===== src/rtl/core/coo_to_csr_converter_top_assert.svh =====
// ----------------------------------------------------------------------------
// COO to CSR converter assertion macros
// Shared concurrent assertion forms, sampled on clk and disabled during rst.
// ----------------------------------------------------------------------------
`ifndef COO_TO_CSR_CONVERTER_TOP_ASSERT_SVH
`define COO_TO_CSR_CONVERTER_TOP_ASSERT_SVH

// The consequent must hold in the same cycle as the antecedent.
`define C2C_ASSERT_IMPLY(lbl, ante, cons, msg) \
  lbl: assert property (@(posedge clk) disable iff (rst) (ante) |-> (cons)) \
    else $error(msg);

// The consequent must hold in the cycle after the antecedent.
`define C2C_ASSERT_NEXT(lbl, ante, cons, msg) \
  lbl: assert property (@(posedge clk) disable iff (rst) (ante) |=> (cons)) \
    else $error(msg);

`endif


===== src/rtl/core/coo2csr_ram.sv =====
// ----------------------------------------------------------------------------
// Generic simple dual-port RAM
// One write port and one read port with a registered read.
// ----------------------------------------------------------------------------
module coo2csr_ram #(
  parameter int  WIDTH = 8,
  parameter int  DEPTH = 16,
  localparam int AW    = (DEPTH > 1) ? $clog2(DEPTH) : 1
) (
  input  logic             clk,
  input  logic             we,
  input  logic [AW-1:0]    waddr,
  input  logic [WIDTH-1:0] wdata,
  input  logic [AW-1:0]    raddr,
  output logic [WIDTH-1:0] rdata
);

  logic [WIDTH-1:0] mem [DEPTH];

  // A read of the address being written returns the old contents.
  always_ff @(posedge clk) begin
    if (we) begin
      mem[waddr] <= wdata;
    end
    rdata <= mem[raddr];
  end

endmodule


===== config.mk =====
export PLATFORM = sky130hd
export DESIGN_NAME = coo2csr_ram
export DESIGN_NICKNAME = d
export VERILOG_FILES = /design/src/rtl/core/coo_to_csr_converter_top_assert.svh /design/src/rtl/core/coo2csr_ram.sv
export SDC_FILE = /design/constraint.sdc
export NUM_CORES = 1
export LEC_CHECK = 0
export ABC_AREA = 1
export BUFFER_PORTS_ARGS = -buffer_cell sky130_fd_sc_hd__clkbuf_2
export CORE_MARGIN = 2
export CORE_UTILIZATION = 55
export DETAILED_ROUTE_END_ITERATION = 16
export PLACE_DENSITY = 0.75
export SYNTH_ARGS = -nofsm -noshare
export SYNTH_HDL_FRONTEND = slang
export SYNTH_SLANG_ARGS = --single-unit

===== constraint.sdc =====
create_clock -name clk -period 1.15 [get_ports clk]
set_clock_uncertainty 0.15 [all_clocks]
set_input_delay 0.115 -clock clk [delete_from_list [all_inputs] [get_ports clk]]
set_output_delay 0.115 -clock clk [all_outputs]
set_load 0.01 [all_outputs]

==> key figures, run 1 <==
Die
  – Die Wd: 106 um
  – Starting Density: 56.4%
  – Die Area: 11300 um2
  – Core Footprint: 10200 um2
  – Rows: 37
  – IO Pins: 26
  – Die height: 106 um

Clock network
  – Root Buffer: clkbuf_8
  – Total CTS buffers: 17
  – CTS H-tree depth: 4
  – TritonCTS clock tree: yes
  – # clock sinks: 136
  – Clock transition at path regs: 60 ps
  – Clock Latency Late Sink: 520 ps
  – Clock buffer depth: 2

Power
  – Sw power: 2.53 mW
  – P_int: 8.68 mW
  – Peak VDD IR: 0.00108 V
  – Combinational group share of total power: 7.0%
  – Leak: 3.04 nW
  – Total power: 11.2 mW
  – Seq pwr share: 49.8%
  – Sw Share: 22.6%
  – Pwr Density: 1610 nW/um2
  – Clk pwr share: 43.2%

Route
  – WL met3: 808 um
  – DR WL met2: 6600 um
  – M1 wire length: 4990 um
  – Antenna viol nets, final: 0
  – Final wirelength: 12700 um
  – DRT iter0 DRCs: 319
  – Routed WL per cell: 16.6 um
  – TritonRoute pass-1 iters: 5
  – DR top layer: met4
  – Vias post-DR: 4010
  – Number of remaining DRC errors: 0
  – Vias per cell: 5.26

Yosys
  – Area contributors post-synth: edfxtp_1, nand2_1, nand3_1
  – Mean Syn Cell Area: 10.5 um2
  – Most common cell in the synthesized netlist: nand2_1
  – Biggest area consumer among synthesized cells: edfxtp_1
  – Top cell type's share of synthesized area: 66.7%
  – Distinct cells, synth: 12
  – Register area share after synthesis: 69.4%
  – Fraction of registers with async set/reset: 0%
  – Synthesis Warnings: 0
  – Synth Instances: 551
  – Predominant post-synthesis flop cell: edfxtp_1
  – Commonest cells in the netlist: nand2_1, edfxtp_1, inv_1
  – Mapped cell area: 5770 um2
  – Syn_nets: 569
  – Synthesis-stage register bit count: 136
  – Post-synth EDFFs: 128

STA
  – Final worst slack: -67.5 ps
  – Final Hold Viols: 0
  – Peak Freq: 821 MHz
  – Final slew viol count: 0
  – Post-layout min period: 1220 ps
  – Slew margin rel.: 73.0%
  – Measured slew at the worst slew-check pin: 405 ps
  – Fin crit share: 106%
  – # setup viols final: 8
  – RSZ-0062 raised after global routing: yes

Run status
  – Failing checks: setup timing
  – Status: finished with violations

Critical path
  – Crit-path slowest cell: dfxtp_1
  – Critical path class: reg2out
  – Crit. Startpoint: rdata[0]$_DFF_P_
  – Top delay family on crit path: flip-flops
  – Buffer and inverter count on the worst path: 1
  – CP max FO: 1
  – R2R depth: 6
  – Worst R2R End: rdata[4]$_DFF_P_
  – Setup slack, reg-to-reg: 20 ps
  – Worst-path cell chain: buf_2
  – Req. time, crit path: 880 ps
  – Worst Setup End Kind: output port
  – Worst R2R Start: mem[2][4]$_DFFE_PP_
  – Arr. time, crit path: 950 ps
  – Worst setup SP type: flop
  – Worst path max stage delay: 310 ps

Worst hold path
  – Min-delay src: raddr[1]
  – Worst hold path class: in2reg
  – Hold Crit Endpoint: rdata[3]$_DFF_P_
  – Hold path depth: 6

Run
  – Max cap viols: 0

Final layout
  – Antenna diode instance count: 0
  – Fin cells: 762
  – Final Core Density: 68.1%
  – Nets: 631
  – Layout cell share with drive strength beyond 1: 18.5%
  – Layout area overhead: 20.9%

Placement
  – PortBufs: 25
  – Dpl cells: 720
  – Final GP Congestion: 0.813
  – Dpl hpwl: 7830 um

GRT
  – Largest net degree at the start of global routing: 33
  – First-pass GRT wire length: 20300 um
  – Initial antenna violation count: 0
  – GRT Util Overall: 24.3%
  – Grt ovf: 0
  – Number of global-route vias before repair: 4028
[worst max-delay path by stage]
stage | depth (start not counted) | end
global placement | 4 | mem[13][3]$_DFFE_PP_
CTS | 1 | rdata[2]
floorplan | 2 | mem[11][0]$_DFFE_PP_
finish | 1 | rdata[0]
global route | 1 | rdata[0]
detailed placement | 4 | mem[14][0]$_DFFE_PP_
[metal layers]
metal  GRT usage, %  vias to the layer above
met5              0                        -
met4           9.12                        0
met3           5.33                       27
met2           42.8                      188
met1           29.1                     1900
li1               -                     1895
[state kept, by name, summed over array words and instances, names as in the netlist]
name	cells
mem	128
rdata	8
[final cells by class]
cell class / count / area [um2]
clock buffer: 20 / 425
clock inverter: 12 / 105
fill: 748 / 3260
inverter: 102 / 383
multi-input combinational: 289 / 1320
sequential: 136 / 4010
tap: 136 / 170
timing repair buffer: 67 / 559
[power by group through the flow]
stage / combinational [mW] / clock (mW) / sequential (mW)
3_3_place_gp: 0.687 / 0 / 5.67
5_1_grt: 0.866 / 5.08 / 5.59
2_1_floorplan: 0.394 / 0 / 5.69
6_report: 0.789 / 4.84 / 5.58
3_5_place_dp: 0.710 / 0 / 5.68
4_1_cts: 0.743 / 4.89 / 5.58
[placed cells by master (no fill, tap or decap), drive strengths merged, types with 7 or more instances in the layout]
cell	Yosys	layout
clkinv	0	7
dfxtp	8	8
nand3	97	97
nor2	17	17
inv	102	102
nand2	173	173
buf	24	40
edfxtp	128	128
clkbuf	0	37
dlygate4sd3	0	10
[what timing repair did]
| action | CTS | global route |
|---|---|---|
| hold buffers | 10 | 0 |
| endpoints found under the setup margin | 8 | 16 |
| pin swaps | 0 | 11 |
| cloned | 0 | 0 |
| hold endpoints to repair | 136 | 0 |
| buffers inserted | 0 | 0 |
| resized for setup | 2 | 33 |
[cell families (layout without fill, tap and decap cells)]
group                  count (synthesis)  in the layout  share of synthesized area [%]
and+or+nand+nor                      289            289                           21.0
buffers and inverters                126            201                           9.52
DFF                                  136            136                           69.4
[through the flow]
| stage | hold slack (ps) | instance area (um2) | TNS (ps) | worst slack, ps |
|---|---|---|---|---|
| after floorplan | 63.9 | 5780 | -5640 | -65.8 |
| after global placement | 354 | 6220 | -9690 | -124 |
| after detailed placement | 358 | 6220 | -16390 | -180 |
| after CTS | 10.9 | 6860 | -688 | -93.4 |
| after global routing | 70.4 | 6970 | -714 | -99.7 |
| final | 45.2 | 6970 | -473 | -67.5 |
No activity file was read; power rests on OpenSTA's default activity.
==> run 2: changes to the inputs <==
==> constraint.sdc (replaced) <==
create_clock -name clk -period 1.15 [get_ports clk]
set_clock_uncertainty 0.15 [all_clocks]
set_input_delay 0 -clock clk [delete_from_list [all_inputs] [get_ports clk]]
set_output_delay 0 -clock clk [all_outputs]
set_load 0.01 [all_outputs]
==> run 2 against run 1 <==
Compared with the run above: global-route usage grew 1.9 points; sequential cell count is the same; the run still ends with setup timing left; hold slack lost 23 ps; die area is the same; final area grew 5.0%; largest power group is now the clock network.
==> key figures, run 2 (synthesis gave the netlist of run 1 again) <==
Route
  – Routed WL per cell: 18.4 um (+11%)
  – TritonRoute pass-1 iters: 5 (unchanged)
  – Vias per cell: 5.33 (+1.3%)
  – Vias post-DR: 4063 (+1.3%)
  – Number of remaining DRC errors: 0 (unchanged)
  – Antenna viol nets, final: 0 (unchanged)
  – Final wirelength: 14000 um (+11%)
  – DRT iter0 DRCs: 317 (-0.63%)

Power
  – Sw power: 2.62 mW (+3.6%)
  – P_int: 9.86 mW (+14%)
  – Clk pwr share: 48.1% (+4.9 points)
  – Sw Share: 21.0% (-1.6 points)
  – Combinational group share of total power: 7.1% (about the same)
  – Pwr Density: 1710 nW/um2 (+6.1%)
  – Seq pwr share: 44.8% (-5.0 points)
  – Peak VDD IR: 0.00143 V (+32%)
  – Leak: 3.19 nW (+5.0%)

STA
  – Post-layout min period: 1190 ps (-30.0 ps)
  – Worst hold margin: 21.9 ps (-23.2 ps)
  – Final worst slack: -37.5 ps (+30.0 ps)
  – Final Hold Viols: 0 (unchanged)
  – Fin crit share: 103% (-2.6 points)
  – Final slew viol count: 0 (unchanged)
  – Peak Freq: 842 MHz (+2.5%)
  – # setup viols final: 32 (+24)
  – RSZ-0062 raised after global routing: yes
  – Slew margin rel.: 70.2% (-2.8 points)
  – Measured slew at the worst slew-check pin: 447 ps (+42.0 ps)

Clock network
  – TritonCTS clock tree: yes
  – Root Buffer: clkbuf_8
  – Clock Latency Late Sink: 520 ps (about the same)
  – Clock transition at path regs: 60 ps (about the same)
  – Total CTS buffers: 17 (unchanged)
  – CTS H-tree depth: 4 (unchanged)
  – Setup Fix Bufs, Post-CTS: 0 (unchanged)
  – # clock sinks: 136 (unchanged)
  – Clock buffer depth: 2 (unchanged)

Placement
  – PortBufs: 25 (unchanged)
  – Pre-CTS setup slack: -78.0 ps (+102 ps)
  – Final GP Congestion: 0.855 (+5.1%)
  – Dpl cells: 714 (-0.83%)
  – Dpl hpwl: 7800 um (-0.43%)

Final layout
  – Fin cells: 762 (unchanged)
  – Reg with most FFs: mem
  – Commonest non-fill, non-tap cells in the layout: nand2_1, edfxtp_1, inv_1
  – Layout cell share with drive strength beyond 1: 23.3% (+4.8 points)
  – Antenna diode instance count: 0 (unchanged)
  – Regs by FF count: mem: 128 flops, rdata: 8 flops
  – Layout area overhead: 26.9%
  – Most common cell after layout, fill and taps aside: nand2_1
  – Max reg flops: 128 (unchanged)
  – Nets: 631 (unchanged)

Critical path
  – Critical path class: in2reg
  – Crit-path slowest cell: dlygate4sd3_1
  – Req. time, crit path: 1230 ps (+350 ps)
  – Worst path max stage delay: 540 ps (+230 ps)
  – Arr. time, crit path: 1260 ps (+310 ps)
  – Worst-path cell chain: dlygate4sd3_1 -> clkbuf_2 -> inv_1 -> nand2_2 -> nor2_1 -> buf_6
  – CP max FO: 8 (+7)
  – Worst setup SP type: input pin
  – Setup slack, reg-to-reg: 20 ps (about the same)
  – Worst Setup End Kind: flop

GRT
  – GRT Util Overall: 26.1% (+1.9 points)
  – Initial antenna violation count: 0 (unchanged)
  – First-pass GRT wire length: 21500 um (+5.8%)
  – Grt ovf: 0 (unchanged)
  – Largest net degree at the start of global routing: 65 (+97%)
  – Number of global-route vias before repair: 4086 (+1.4%)

Die
  – Starting Density: 56.4% (unchanged)
  – Die Wd: 106 um (unchanged)
  – Die height: 106 um (unchanged)
  – Rows: 37 (unchanged)
  – IO Pins: 26 (unchanged)
  – Die Area: 11300 um2 (unchanged)
  – Core Footprint: 10200 um2 (unchanged)

Run status
  – Failing checks: setup timing
  – Status: finished with violations

Run
  – Max cap viols: 0 (unchanged)

Worst hold path
  – Worst hold path class: in2reg
[run 2: final timing paths]
path | start | end | cells past startpoint
min | waddr[2] | mem[10][2]$_DFFE_PP_ | 4
min reg2reg | mem[3][4]$_DFFE_PP_ | rdata[4]$_DFF_P_ | 6
max reg2reg | mem[8][5]$_DFFE_PP_ | rdata[5]$_DFF_P_ | 6
max | waddr[0] | mem[8][4]$_DFFE_PP_ | 6
[run 2: worst max-delay path: cells and delay by family]
kind / cells / cell delay, ps
and+or+nand+nor: 2 / 300
buffers and inverters: 4 / 960
[run 2: power by group through the flow]
stage | logic [mW] | registers, mW | clock network [mW]
detailed placement | 0.716 | 5.68 | 0
floorplan | 0.391 | 5.69 | 0
finish | 0.889 | 5.59 | 6.01
global route | 0.960 | 5.60 | 6.25
global placement | 0.700 | 5.68 | 0
CTS | 0.793 | 5.59 | 6.06
[run 2: timing repair]
| item | 4_1_cts | 5_1_grt |
|---|---|---|
| pin swaps | 1 | 15 |
| hold endpoints to repair | 233 | 0 |
| hold buffers | 16 | 0 |
| cloned | 0 | 0 |
| setup endpoints to repair | 7 | 131 |
| gates resized for setup | 13 | 75 |
[run 2: area by class of cell]
type	count	area, um2
clock inverter	14	228
inverter	102	383
clock buffer	18	428
tap	136	170
sequential	136	4010
timing repair buffer	67	644
multi-input combinational	289	1450
fill	669	2920
[run 2: through the flow]
step	cell area [um2]	utilization (%)	power (mW)	TNS [ps]
after floorplan	5770	-	6.08	0
after global placement	6170	60.3	6.38	-301
after detailed placement	6170	60.3	6.40	-423
after CTS	7040	68.8	12.4	-83.2
after global routing	7320	71.5	12.8	-3590
final	7320	71.5	12.5	-413
[run 2: per-layer routing]
metal	wire length, um	up-vias	GRT usage, %	share of wire (%)
li1	-	1906	-	-
met1	5470	1950	33.2	39
met2	7140	167	42.0	51
met3	935	40	6.13	6.7
met4	506	0	13.3	3.6
met5	0	-	0	0
